==> src/tpql_ram.sv <==
`timescale 1ns / 1ps
// ----------------------------------------------------------------------------
// Tree path query RAM
// Generic synchronous RAM with one write port and two registered read ports.
// ----------------------------------------------------------------------------
module tpql_ram #(
	parameter int WIDTH = 8,
	parameter int DEPTH = 16
) (
	input  logic                       clk,
	input  logic                       we,
	input  logic [$clog2(DEPTH)-1:0]   waddr,
	input  logic [WIDTH-1:0]           wdata,
	input  logic [$clog2(DEPTH)-1:0]   raddr0,
	output logic [WIDTH-1:0]           rdata0,
	input  logic [$clog2(DEPTH)-1:0]   raddr1,
	output logic [WIDTH-1:0]           rdata1
);
	logic [WIDTH-1:0] mem [DEPTH];

	always_ff @(posedge clk) begin
		if (we) begin
			mem[waddr] <= wdata;
		end
		rdata0 <= mem[raddr0];
		rdata1 <= mem[raddr1];
	end
endmodule

==> config.mk <==
export PLATFORM = sky130hd
export DESIGN_NAME = tpql_ram
export DESIGN_NICKNAME = d
export VERILOG_FILES = /design/src/tpql_ram.sv
export SDC_FILE = /design/constraint.sdc
export NUM_CORES = 1
export LEC_CHECK = 0
export BUFFER_PORTS_ARGS = -buffer_cell sky130_fd_sc_hd__buf_2
export CORE_ASPECT_RATIO = 1.5
export CORE_UTILIZATION = 40
export CTS_BUF_LIST = sky130_fd_sc_hd__clkbuf_2
export CTS_CLUSTER_DIAMETER = 60
export DETAILED_ROUTE_END_ITERATION = 8
export HOLD_SLACK_MARGIN = 0.02
export PLACE_DENSITY = 0.54
export SLEW_MARGIN = 25
export SYNTH_ARGS = -nofsm -noshare
export SYNTH_HDL_FRONTEND = slang
export SYNTH_SLANG_ARGS = --single-unit
==> constraint.sdc <==
create_clock -name clk -period 2.6 [get_ports clk]
set_input_delay 0.52 -clock clk [delete_from_list [all_inputs] [get_ports clk]]
set_output_delay 0.52 -clock clk [all_outputs]
set_load 0.03 [all_outputs]
==> metrics <==
status finished with violations; violated checks DRC; Setup crit end kind output port; met1 Use GR 0.2165; hold path cells 1; Worst VDD drop 0.2954 mV; Fmax 562.7 MHz; global route hottest layer met2; worst slew pin tran 0.7676 ns; cell depth of the worst flop-to-flop path 3; TritonCTS Sinks 144; gr usage total 0.1850; Crit path required time 2.08 ns; Area Growth Syn to Fin 11.83%; clock buffer depth 2; Total Neg Setup Slack 0 ns; clock root buffer clkbuf_2; flop2flop setup slack 1.09 ns; via/cell ratio 5.639; final core occ 0.4562; vias in the first global route 3446; Die ar. 0.01638 mm2; worst min-delay path category in -> reg; crit share post-route 0.6835; commonest non-fill, non-tap cells in the layout edfxtp_1, buf_2, mux4_2; post-DP HPWL 9445 um; Max Fanout on Critical Path 1; initial antenna violation count 1; clock slew at reported path FFs 0.22 ns; Largest delay share family, worst path flip-flops; met3 usage 0.03832; Final Hold Fails 0; commonest non-fill, non-tap cell in the layout edfxtp_1; layout cells sized above 1 0.3342; row cnt 56; Startpoint Class register; largest net degree at the start of global routing 33; Leak 0.002442 uW; GRT overflow 0; Setup Fix Bufs, Post-CTS 0; slew margin rel. 0.4864; nets@finish 389; post-CTS sizing 0; WL/cell 24.13 um; Synth cell types 20; Worst Skew 0.03223 ns; sequential element share of the synthesized area 0.6562; Port Buf Inserts 37; #FFs+latches synth 144; initial core utilization 0.4080; Mapped Area 0.006346 mm2; die width 104.8 um; drt pass-1 iters 6; yosys warns 0; cts hold-fix bufs 0; Slowest-stage cell, CP dfxtp_1; met2 global-route usage 0.3330; H-tree depth 4; peak per-stage delay on the critical path 0.39 ns; DR vias 3293; Setup CP Type reg -> out; hold slack 0.2049 ns; first-pass GRT wire length 21200 um; routability cong. 0.7347; min-delay src wdata[1]; IO Pins 38; antenna viol nets, final 0; Post-Syn Nets 329; Slew Limit Fails 0; initial DRC count 186; worst r2r src mem[3][0]$_DFFE_PP_; Period minus WS final 1.777 ns; worst reg2reg endpoint rdata0[0]$_DFF_P_; overall power 4446 uW; # Max-Cap Violations 0; Arr. time, crit path 1.26 ns; DRC errors left 1; Worst-Skew Late Latency 0.67 ns; final wirelength 14090 um; core area 0.01555 mm2; critical-path cell list buf_2; endpoints failing setup 0; Buf/Inv on CP 1; Hold Path Sink mem[8][1]$_DFFE_PP_; Die Span Y 156.3 um; CTS tree built; Mapped Avg Cell Area 20.67 um2; RSZ-0062 raised after global routing no; total clock buffers created by CTS 17; Power Density 626.5 mW/mm2; Syn Inst Count 307
==> through the flow <==
step / area, um2 / cells / worst slack [ns]
after detailed placement: 6830 / 551 / 0.4978
after global placement: 6830 / 551 / 0.4889
after floorplan: 6346 / 307 / 0.5871
final: 7097 / 584 / 0.8230
after CTS: 7094 / 583 / 0.7261
after global routing: 7097 / 584 / 0.7088
==> worst max path at each step <==
stage / startpoint / endpoint / slack, ns / cells past startpoint
final: rdata1[6]$_DFF_P_ / rdata1[6] / 0.82 / 1
after global routing: rdata1[6]$_DFF_P_ / rdata1[6] / 0.71 / 1
after CTS: rdata1[6]$_DFF_P_ / rdata1[6] / 0.73 / 1
after detailed placement: raddr1[0] / rdata1[5]$_DFF_P_ / 0.50 / 5
after global placement: raddr1[0] / rdata1[5]$_DFF_P_ / 0.49 / 5
after floorplan: waddr[2] / mem[0][0]$_DFFE_PP_ / 0.59 / 2
==> registers in the layout, indices dropped and copies added, names as in the netlist <==
register / flops
mem: 128
rdata0: 8
rdata1: 8
==> synthesized netlist by cell type <==
cell type        count  area, um2
mux4_2              34      765.7
nand3b_1             2      15.01
edfxtp_1           128       3844
a22oi_1             32      240.2
mux4_1              28      735.7
nand3_1              1      5.000
nor3_1               4      20.02
or3b_2               1      8.760
and2b_1              2      15.01
buf_4                2      15.01
nand2b_1             2      12.51
dfxtp_1             16      320.3
and2_1               2      12.51
mux4_4               2      50.05
clkdlybuf4s25_2      6      60.06
nor2b_1              2      12.51
buf_6                6      67.56
buf_2                6      30.03
nand2_1             17      63.81
nor2_1              14      52.55
==> cell families (layout without fill, tap and decap cells) <==
| kind of cell | Yosys count | count (layout) | share of synthesized area |
|---|---|---|---|
| buf+inv | 20 | 93 | 0.02721 |
| flops | 144 | 144 | 0.6562 |
| mux | 64 | 64 | 0.2445 |
| simple gates | 47 | 47 | 0.03430 |
| other cells | 0 | 1 | 0 |
| compound gates | 32 | 32 | 0.03785 |
==> metal layers <==
metal / share of wire / vias up
met1: 0.41 / 1748
met2: 0.54 / 68
li1: - / 1458
met5: 0 / -
met3: 0.031 / 19
met4: 0.017 / 0
==> cell type report <==
type	count	area, um2
sequential	144	4164
timing repair buffer	61	402.9
tap	203	254.0
clock inverter	13	168.9
clock buffer	19	95.09
fill	1403	8458
antenna	1	2.502
multi-input combinational	143	2009
==> power by group <==
| group | switching [uW] | total [uW] | internal [uW] |
|---|---|---|---|
| sequential | 25.3 | 2610 | 2590 |
| combinational | 258 | 441 | 183 |
| clock | 770 | 1390 | 624 |
| total | 1050 | 4450 | 3390 |
Power figures use the tool's default switching activity.
