===== src/tpql_pkg.sv =====
`timescale 1ns / 1ps
// ----------------------------------------------------------------------------
// Tree path query package
// Field widths, operation codes and item types shared by the tree path
// query engine, its channels and its helper units.
// ----------------------------------------------------------------------------
package tpql_pkg;

	localparam int OP_W       = 2;
	localparam int NODE_FW    = 10;
	localparam int WEIGHT_FW  = 20;
	localparam int POS_W      = 11;
	localparam int ANSWER_W   = 32;
	localparam int DEPTH_W    = 10;
	localparam int SUM_W      = 30;

	localparam logic [DEPTH_W-1:0] DEPTH_MAX = '1;
	localparam logic [SUM_W-1:0]   SUM_MAX   = '1;
	localparam logic [ANSWER_W-1:0] ANSWER_MAX = '1;

	localparam logic [OP_W-1:0] OP_LOAD = 2'd0;
	localparam logic [OP_W-1:0] OP_COST = 2'd1;
	localparam logic [OP_W-1:0] OP_KTH  = 2'd2;
	localparam logic [OP_W-1:0] OP_NONE = 2'd3;

	typedef struct packed {
		logic [OP_W-1:0]      op;
		logic [NODE_FW-1:0]   node_a;
		logic [NODE_FW-1:0]   node_b;
		logic [WEIGHT_FW-1:0] edge_weight;
		logic [POS_W-1:0]     position;
	} req_item_t;

	typedef struct packed {
		logic [ANSWER_W-1:0] answer;
		logic                error;
	} rsp_item_t;

endpackage


===== src/tpql_fold.sv =====
`timescale 1ns / 1ps
// ----------------------------------------------------------------------------
// Tree path query node fold
// Reduces two node fields modulo the node count by reciprocal
// multiplication: a registered quotient first, then the remainder.
// ----------------------------------------------------------------------------
module tpql_fold #(
	parameter int NODES = 1024,
	parameter int NW    = 10
) (
	input  logic                           clk,
	input  logic                           arst_n,
	input  logic                           start,
	input  logic [tpql_pkg::NODE_FW-1:0]   a_in,
	input  logic [tpql_pkg::NODE_FW-1:0]   b_in,
	output logic                           done,
	output logic [NW-1:0]                  a_out,
	output logic [NW-1:0]                  b_out
);
	import tpql_pkg::*;

	localparam int RECIP_SH = 21;
	localparam int RECIP    = ((2 ** RECIP_SH) + NODES - 1) / NODES;

	logic [NODE_FW-1:0] va_q, vb_q, qa_q, qb_q;
	logic               busy_q, phase_q;
	logic [31:0]        prod_a, prod_b, rem_a, rem_b;

	assign prod_a = 32'(va_q) * 32'(RECIP);
	assign prod_b = 32'(vb_q) * 32'(RECIP);
	assign rem_a  = 32'(va_q) - 32'(qa_q) * 32'(NODES);
	assign rem_b  = 32'(vb_q) - 32'(qb_q) * 32'(NODES);
	assign a_out  = rem_a[NW-1:0];
	assign b_out  = rem_b[NW-1:0];
	assign done   = busy_q && phase_q;

	always_ff @(posedge clk or negedge arst_n) begin
		if (!arst_n) begin
			busy_q  <= 1'b0;
			phase_q <= 1'b0;
			va_q    <= '0;
			vb_q    <= '0;
			qa_q    <= '0;
			qb_q    <= '0;
		end else if (start) begin
			busy_q  <= 1'b1;
			phase_q <= 1'b0;
			va_q    <= a_in;
			vb_q    <= b_in;
		end else if (busy_q) begin
			if (!phase_q) begin
				qa_q    <= prod_a[RECIP_SH +: NODE_FW];
				qb_q    <= prod_b[RECIP_SH +: NODE_FW];
				phase_q <= 1'b1;
			end else begin
				busy_q <= 1'b0;
			end
		end
	end
endmodule


===== config.mk =====
export PLATFORM = sky130hd
export DESIGN_NAME = tpql_fold
export DESIGN_NICKNAME = d
export VERILOG_FILES = /design/src/tpql_pkg.sv /design/src/tpql_fold.sv
export SDC_FILE = /design/constraint.sdc
export NUM_CORES = 1
export LEC_CHECK = 0
export BUFFER_PORTS_ARGS = -buffer_cell sky130_fd_sc_hd__buf_4
export CAP_MARGIN = 15
export CORE_MARGIN = 10
export CORE_UTILIZATION = 46
export CTS_CLUSTER_DIAMETER = 30
export DETAILED_ROUTE_END_ITERATION = 10
export PLACE_DENSITY_LB_ADDON = 0.12
export REMOVE_ABC_BUFFERS = 1
export SLEW_MARGIN = 20
export SYNTH_ARGS = -nofsm -noshare
export SYNTH_HDL_FRONTEND = slang
export SYNTH_SLANG_ARGS = --single-unit

===== constraint.sdc =====
create_clock -name clk -period 1.3 [get_ports clk]
set_clock_uncertainty 0.15 [all_clocks]
set_input_delay 0.26 -clock clk [delete_from_list [all_inputs] [get_ports clk]]
set_output_delay 0.26 -clock clk [all_outputs]
set_load 0.05 [all_outputs]

==> flow_summary_export.csv, run 1 <==
group,metric,value,unit
power,p_comb_share,34.3,%
synth,synthArstFlopShare,100.0,%
power,leakagePower,0.6237,nW
place,place_hpwl,1508,um
global_routing,antenna_found_initial,0,
synth,synth_top_family_by_area,"multiplexers",
clock_network,cts.path.max_buffers,2,
status,outcome,"finished with violations",
sta,slew_violations,0,
synth,synthesis.area,823.3,sq um
die,io_pins,44,
die,initial_utilization,48.21,%
sta,hold_violations,0,
sta,tns,-0.1030,ns
clock_network,cts_buffers,3,
die,num_rows,15,
synth,synth_compound_area_share,0.9119,%
clock_network,cts_tree,"done",
synth,ys_seq_elements,22,
worst_setup_path,cp.arrival,0.99,ns
synth,synth_fa_ha_area_share,0,%
power,pwr-share-seq,48.5,%
synth,yosysSeqAreaShare,66.87,%
synth,yosys_warnings,0,
clock_network,htreeDepth,1,
routing,vias,566,
die,die_w,62.31,um
worst_hold_path,hold_path.class,"in -> reg",
worst_setup_path,max_stage_delay,0.39,ns
power,p_switching,0.5427,mW
synth,synth_edf_count,0,
synth,avgSynthCellArea,16.80,sq um
synth,syn_inst,49,
die,die_h,62.31,um
worst_setup_path,path_cells,"and2_4 -> buf_8",
synth,ys_top_cells_by_area,"dfrtp_1, mux2_2, buf_6",
die,die-area,3882,sq um
routing,vias_per_cell,4.602,
place,port_buffers,43,
global_routing,grt_pass1_vias,644,
clock_network,cts_sinks,22,
layout,final_design_area_no_fill,1303,sq um
synth,synth_mux_area_share,27.36,%
status,violations,"negative setup slack",
global_routing,grt_remaining_overflow,0,
routing,ant_nets,0,
synth,synth_most_common_cell,"dfrtp_1",
worst_setup_path,path_class,"reg -> out",
power,clkPwrFrac,17.2,%
sta,rsz0062_at_grt,"yes",
routing,wl_per_cell,15.43,um
die,core,1708,sq um
worst_setup_path,required,0.89,ns
clock_network,clk_pin_slew,0.11,ns
global_routing,grt-busiest-layer,"met2",
sta,period_minus_slack,1.403,ns
power,switching_share,33.01,%
flow_run,cap_violations,0,
place,gp_congestion,0.6538,
global_routing,use_met2,17.31,%
synth,yosysTopAreaCellShare,66.87,%
routing,drt_iter0_markers,12,
sta,worst_slack,-0.1030,ns
global_routing,grtUsageMet1,11.01,%
synth,synth_xor_area_share,0,%
synth,synth_top_cells_by_count,"dfrtp_1, mux2_2, buf_6, nor2_1",
clock_network,clkLatencyLatePin,0.29,ns
sta,setup_viol_count_final,1,
power,p_int,1.101,mW
synth,yosysTopAreaCell,"dfrtp_1",
power,ir_drop,0.8592,mV
worst_setup_path,crit_slowest_cell,"dfrtp_1",
place,place_area,1155,sq um
routing,first_pass_iters,3,
global_routing,grt_util_all_layers,10.06,%
sta,timing.fmax,712.8,MHz
sta,slew-limit-headroom,81.89,%
layout,drive_gt1_share,72.45,%
global_routing,use_met3,3.943,%
layout,areaGrowthSynthToFinish,58.21,%
layout,num-nets-final,123,
synth,post_synth_and_or_nand_nor_area_fraction,1.672,%
worst_setup_path,crit_path_end_kind,"primary output",
layout,antennaDiodeCount,0,
layout,final_util,76.26,%
global_routing,grt_max_degree,23,
global_routing,grt_first_pass_wirelength,3167,um
routing,drcViolationCount,0,
sta,fin_crit_sh,107.9,%
power,p_per_area,1262,nW/um^2
sta,worst_pin_slew,0.2717,ns
worst_setup_path,cp-start-kind,"register",
synth,yosys.cell_types.count,7,
routing,drt-total-wl,1898,um
worst_setup_path,worstPathMaxFanout,2,
clock_network,root_buffer,"clkbuf_4",
synth,synth_flop_cell,"dfrtp_1",
## worst max-delay path, delay by kind of cell (launching register included)
kind | cells | cell delay (ns)
flip-flops | 1 | 0.39
AND/OR/NAND/NOR | 1 | 0.16
buffers and inverters | 1 | 0.14
## registers in the layout, summed over array words and instances, names as in the netlist
signal	cells
busy_q	1
vb_q	10
phase_q	1
va_q	10
## per-layer routing
metal / share of wire [%] / vias up
met1: 41 / 279
met4: 0 / 0
met5: 0 / -
met2: 52 / 21
met3: 6.2 / 0
li1: - / 266
## power groups by stage
stage                     Combinational, mW  Sequential, mW  Clock, mW
after global routing                  0.591           0.805      0.337
after global placement                0.501           0.797          0
after detailed placement              0.508           0.800          0
after floorplan                      0.0813            1.02          0
after CTS                             0.544           0.792      0.303
final                                 0.564           0.797      0.283
## stage by stage
step           power [mW]  hold slack (ns)  cells  worst slack [ns]
6_report            1.644          0.03995    123           -0.1030
5_1_grt             1.734          0.01473    123           -0.1537
4_1_cts             1.639          0.02908    121           -0.1124
3_5_place_dp        1.308          0.01205    115            0.1208
3_3_place_gp        1.298          0.01054    115            0.1353
2_1_floorplan       1.101          -0.1856     47            0.1304
## cells in the final DEF (no fill, tap or decap), drive strengths merged
cell type	n
clkbuf	3
nor2	2
a21o	1
mux2	20
dfrtp	22
inv	1
buf	47
and2	1
dlygate4sd3	1
## timing repair
action	4_1_cts	5_1_grt
endpoints found under the hold margin	22	0
cloned	0	0
hold buffers	1	0
setup buffers	2	2
setup endpoints to repair	12	21
pin swaps	0	1
resized for setup	13	10
## cell type report
| class | instances | area (sq um) |
|---|---|---|
| Clock buffer | 3 | 22.52 |
| Fill cell | 112 | 405.4 |
| Inverter | 1 | 3.754 |
| Multi-Input combinational cell | 24 | 249.0 |
| Sequential cell | 22 | 550.5 |
| Tap cell | 25 | 31.28 |
| Timing Repair Buffer | 48 | 445.4 |
## final timing paths
kind	cells after the start	endpoint	startpoint	slack, ns
max	2	done	busy_q$_DFF_PN0_	-0.10
min	2	vb_q[4]$_DFFE_PN0P_	b_in[4]	0.04
max reg2reg	2	va_q[3]$_DFFE_PN0P_	va_q[3]$_DFFE_PN0P_	0.25
min reg2reg	1	vb_q[4]$_DFFE_PN0P_	vb_q[4]$_DFFE_PN0P_	0.39
max in group asynchronous	2	vb_q[8]$_DFFE_PN0P_	arst_n	0.55
min in group asynchronous	2	busy_q$_DFF_PN0_	arst_n	0.23
## logic make-up after synthesis
logic type      count (synthesis)
simple gates                    3
compound gates                  1
mux                            20
buf+inv                         3
flops                          22
(Power assumes the default switching activity.)
==> run 2, diff against run 1 <==
--- a/config.mk
+++ b/config.mk
@@ -8,9 +8,10 @@
 export BUFFER_PORTS_ARGS = -buffer_cell sky130_fd_sc_hd__buf_4
 export CAP_MARGIN = 15
 export CORE_MARGIN = 10
-export CORE_UTILIZATION = 46
+export CORE_UTILIZATION = 42
 export CTS_CLUSTER_DIAMETER = 30
 export DETAILED_ROUTE_END_ITERATION = 10
+export MAX_ROUTING_LAYER = met4
 export PLACE_DENSITY_LB_ADDON = 0.12
 export REMOVE_ABC_BUFFERS = 1
 export SLEW_MARGIN = 20
==> constraint.sdc (replaced) <==
create_clock -name clk -period 1.4 [get_ports clk]
set_clock_uncertainty 0.15 [all_clocks]
set_input_delay 0.28 -clock clk [delete_from_list [all_inputs] [get_ports clk]]
set_output_delay 0.28 -clock clk [all_outputs]
set_load 0.05 [all_outputs]
==> flow_summary_export.csv, run 2 (synthesis gave the netlist of run 1 again) <==
group,metric,value,unit
sta,slew_violations,0,
routing,wl_per_cell,15.04,um
sta,worst_hold_slack,0.05937,ns
die,die_h,64.28,um
sta,period_minus_slack,1.409,ns
place,port_buffers,43,
place,place_area,1155,sq um
layout,layout_common_cells,"buf_4, dfrtp_1, mux2_2",
layout,antennaDiodeCount,0,
power,switching_share,33.48,%
clock_network,root_buffer,"clkbuf_4",
flow_run,cap_violations,0,
clock_network,cts_buffers,3,
power,p_switching,0.4931,mW
worst_setup_path,cp-startpoint,"phase_q$_DFFE_PN0P_",
routing,vias_per_cell,4.623,
sta,slew-limit-headroom,82.10,%
layout,drive_gt1_share,72.16,%
layout,top_regs,"va_q (10), vb_q (10)",
die,core,1783,sq um
worst_setup_path,crit_slowest_cell,"dfrtp_1",
worst_setup_path,path_cells,"and2_4 -> buf_6",
layout,layout.cells.non_filler,122,
worst_setup_path,path_buf_inv,1,
global_routing,grt_remaining_overflow,0,
power,ir_drop,0.7753,mV
place,gp_congestion,0.6908,
worst_hold_path,min-delay-start,"a_in[4]",
sta,hold_violations,0,
worst_setup_path,critPathTopFamily,"flip-flops",
clock_network,clkLatencyLatePin,0.29,ns
power,clkPwrFrac,18.1,%
routing,drcViolationCount,0,
sta,timing.fmax,709.6,MHz
routing,vias,564,
power,pwr-share-seq,49.5,%
clock_network,cts_tree,"done",
routing,drt-total-wl,1835,um
clock_network,cts_sinks,22,
place,placed_cells,115,
worst_setup_path,path_class,"reg -> out",
routing,ant_nets,0,
global_routing,grt_util_all_layers,8.992,%
power,power.total,1.473,mW
worst_setup_path,worstPathMaxFanout,2,
sta,fin_crit_sh,100.7,%
die,die-area,4131,sq um
power,leakagePower,0.5933,nW
sta,worst_pin_slew,0.2686,ns
layout,final_design_area_no_fill,1216,sq um
worst_setup_path,cp.arrival,0.98,ns
power,p_per_area,1211,nW/um^2
clock_network,cts.path.max_buffers,2,
layout,nFillCells,139,
power,p_comb_share,32.5,%
routing,first_pass_iters,4,
clock_network,htreeDepth,1,
die,num_rows,15,
sta,worst_slack,-0.009237,ns
routing,drt_iter0_markers,6,
layout,areaGrowthSynthToFinish,47.72,%
die,io_pins,44,
worst_setup_path,required,0.97,ns
worst_setup_path,reg2reg_from,"phase_q$_DFFE_PN0P_",
status,outcome,"finished with violations",
sta,rsz0062_at_grt,"yes",
die,die_w,64.28,um
layout,final_util,68.21,%
global_routing,grt_first_pass_wirelength,2967,um
global_routing,grt_max_degree,23,
place,place_hpwl,1430,um
global_routing,grt_pass1_vias,618,
status,violations,"negative setup slack",
die,initial_utilization,46.18,%
clock_network,clk_pin_slew,0.11,ns
global_routing,antenna_found_initial,0,
worst_setup_path,cp-start-kind,"register",
sta,setup_viol_count_final,1,
layout,num-nets-final,122,
worst_setup_path,crit_path_end_kind,"primary output",
worst_setup_path,max_stage_delay,0.39,ns
layout,final_common_cell,"buf_4",
power,p_int,0.9799,mW
worst_hold_path,hold_path.class,"in -> reg",
[run 2: changes by cell type in the layout (fill, tap and decap cells not counted)]
cell   before  now
buf_4      26   45
buf_8       1    0
buf_6      20    1
[run 2: final cells by class]
class                   instances  area (sq um)  area share (%)
flip-flops and latches         22         550.5           45.27
well taps                      25         31.28           2.572
clock buffers                   3         22.52           1.852
inverters                       1         3.754          0.3086
multi-input cells              24         249.0           20.47
repair buffers                 47         359.1           29.53
[run 2: timing repair]
| item | CTS | global route |
|---|---|---|
| hold endpoints to repair | 22 | 0 |
| buffers inserted | 2 | 1 |
| gates cloned | 0 | 0 |
| gates resized for setup | 2 | 0 |
| hold buffers | 1 | 0 |
| endpoints found under the setup margin | 1 | 1 |
[run 2: path summary, 6_finish.rpt]
check                                 endpoint  slack [ns]  cells past startpoint
max                                       done      -0.009                      2
min                        va_q[4]$_DFFE_PN0P_        0.06                      2
max reg2reg                phase_q$_DFFE_PN0P_        0.38                      4
min reg2reg                va_q[9]$_DFFE_PN0P_        0.37                      1
max in group asynchronous  va_q[5]$_DFFE_PN0P_        0.64                      2
min in group asynchronous  vb_q[5]$_DFFE_PN0P_        0.25                      2
[run 2: per-layer routing]
layer / GRT usage [%] / up-vias / part of all wire, %
li1: - / 265 / -
met3: 4.530 / 0 / 11
met2: 14.04 / 30 / 46
met4: 3.209 / 0 / 0
met1: 9.625 / 269 / 43
met5: - / - / 0
[run 2: stage by stage]
step / setup TNS [ns] / setup slack [ns]
after floorplan: 0 / 0.2104
after global placement: 0 / 0.2115
after detailed placement: 0 / 0.2005
after CTS: -0.03110 / -0.03110
after global routing: -0.06891 / -0.06891
final: -0.009237 / -0.009237
[run 2: power groups by stage]
stage          Clock (mW)  Sequential, mW  Combinational (mW)
2_1_floorplan           0           0.947              0.0755
3_3_place_gp            0           0.741               0.465
3_5_place_dp            0           0.743               0.468
4_1_cts             0.281           0.729               0.482
5_1_grt             0.312           0.737               0.501
6_report            0.266           0.729               0.478
==> run 3, diff against run 2 <==
--- a/config.mk
+++ b/config.mk
@@ -7,6 +7,7 @@
 export LEC_CHECK = 0
 export BUFFER_PORTS_ARGS = -buffer_cell sky130_fd_sc_hd__buf_4
 export CAP_MARGIN = 15
+export CORE_ASPECT_RATIO = 0.7
 export CORE_MARGIN = 10
 export CORE_UTILIZATION = 42
 export CTS_CLUSTER_DIAMETER = 30
==> flow_summary_export.csv, run 3 (synthesis gave the netlist of run 1 again) <==
group,metric,value,unit
layout,top_regs,"va_q (10), vb_q (10)",
die,core,1854,sq um
layout,layout_common_cells,"buf_4, dfrtp_1, mux2_2",
layout,final_common_cell,"buf_4",
layout,areaGrowthSynthToFinish,47.72,%
power,p_per_area,1211,nW/um^2
routing,vias_per_cell,4.454,
global_routing,grt_util_all_layers,9.088,%
status,violations,"negative setup slack",
sta,rsz0062_at_grt,"yes",
routing,drt_iter0_markers,19,
routing,vias,530,
place,gp_congestion,0.6330,
routing,drcViolationCount,0,
power,ir_drop,0.6951,mV
sta,tns,-0.01735,ns
global_routing,grt_remaining_overflow,0,
clock_network,cts_buffers,3,
worst_setup_path,cp.arrival,0.99,ns
worst_setup_path,ff2ff_setup_slack,0.36,ns
worst_setup_path,worstPathMaxFanout,2,
die,num_rows,13,
global_routing,grt_first_pass_wirelength,2953,um
layout,drive_gt1_share,72.16,%
clock_network,cts_tree,"done",
clock_network,htreeDepth,1,
worst_setup_path,cp-endpoint,"done",
worst_setup_path,cp-start-kind,"register",
layout,final_util,65.59,%
worst_hold_path,hold_path.class,"in -> reg",
worst_setup_path,reg2reg_from,"phase_q$_DFFE_PN0P_",
clock_network,clkLatencyLatePin,0.29,ns
status,outcome,"finished with violations",
die,die_w,72.92,um
sta,worst_slack,-0.01735,ns
worst_setup_path,cp-startpoint,"phase_q$_DFFE_PN0P_",
worst_setup_path,ff2ff_path_depth,4,
clock_network,root_buffer,"clkbuf_4",
clock_network,clk_pin_slew,0.10,ns
sta,fin_crit_sh,101.2,%
sta,timing.fmax,705.5,MHz
global_routing,grt_pass1_vias,609,
worst_setup_path,r2r-end,"phase_q$_DFFE_PN0P_",
clock_network,cts_sinks,22,
routing,drt-total-wl,1766,um
clock_network,cts.path.max_buffers,2,
sta,worst_pin_slew,0.2762,ns
place,pre_cts_slack,0.1934,ns
worst_setup_path,required,0.97,ns
layout,num-nets-final,122,
sta,setup_viol_count_final,1,
sta,slew_violations,0,
sta,slew-limit-headroom,81.59,%
place,place_area,1151,sq um
die,die-area,4159,sq um
power,power.total,1.473,mW
place,port_buffers,43,
flow_run,cap_violations,0,
layout,antennaDiodeCount,0,
sta,hold_violations,0,
die,die_h,57.04,um
routing,ant_nets,0,
worst_setup_path,crit_path_end_kind,"primary output",
worst_setup_path,path_class,"reg -> out",
die,initial_utilization,44.40,%
routing,wl_per_cell,14.84,um
sta,period_minus_slack,1.417,ns
layout,final_design_area_no_fill,1216,sq um
layout,nFillCells,157,
die,io_pins,44,
routing,first_pass_iters,2,
global_routing,antenna_found_initial,0,
global_routing,grt_max_degree,23,
power,leakagePower,0.5945,nW
run 3: worst max-delay path, cell delays in order, from the launching register on:
cell	delay [ns]
dfrtp_1	0.39
and2_4	0.16
buf_8	0.14
run 3: stage by stage:
stage / instances / hold WS (ns)
6_report: 119 / 0.05791
5_1_grt: 119 / 0.02823
4_1_cts: 118 / 0.03995
3_5_place_dp: 112 / 0.03651
3_3_place_gp: 112 / 0.03121
2_1_floorplan: 47 / -0.1656
run 3: worst min path at each step:
stage,from,endpoint,depth (start not counted)
finish,a_in[5],va_q[5]$_DFFE_PN0P_,2
global route,a_in[6],va_q[6]$_DFFE_PN0P_,2
CTS,a_in[5],va_q[5]$_DFFE_PN0P_,2
detailed placement,arst_n,vb_q[5]$_DFFE_PN0P_,1
global placement,arst_n,vb_q[5]$_DFFE_PN0P_,1
floorplan,arst_n,busy_q$_DFF_PN0_,0
run 3: area by class of cell:
type,count,area (sq um),share of cell area [%]
clock buffers,3,22.52,1.852
inverters,1,3.754,0.3086
multi-input cells,24,249.0,20.47
flip-flops and latches,22,550.5,45.27
well taps,22,27.53,2.263
repair buffers,47,362.8,29.84
run 3: what timing repair did:
item / 4_1_cts / 5_1_grt
pin swaps: 1 / 1
setup endpoints to repair: 1 / 1
resized for setup: 3 / 0
hold endpoints to repair: 22 / 0
setup buffers: 2 / 1
hold buffers: 1 / 0
run 3: layer usage:
metal	GRT usage (%)	up-vias	wire, um
li1	-	266	-
met1	9.786	242	708
met2	13.95	22	867
met3	5.872	0	191
met4	1.622	0	0
met5	-	-	0
run 3: power by group:
part           total (mW)  switching [mW]  internal, mW  leakage (nW)
clock               0.266           0.166         0.100        0.0138
sequential          0.727          0.0300         0.697         0.256
combinational       0.480           0.295         0.185         0.324
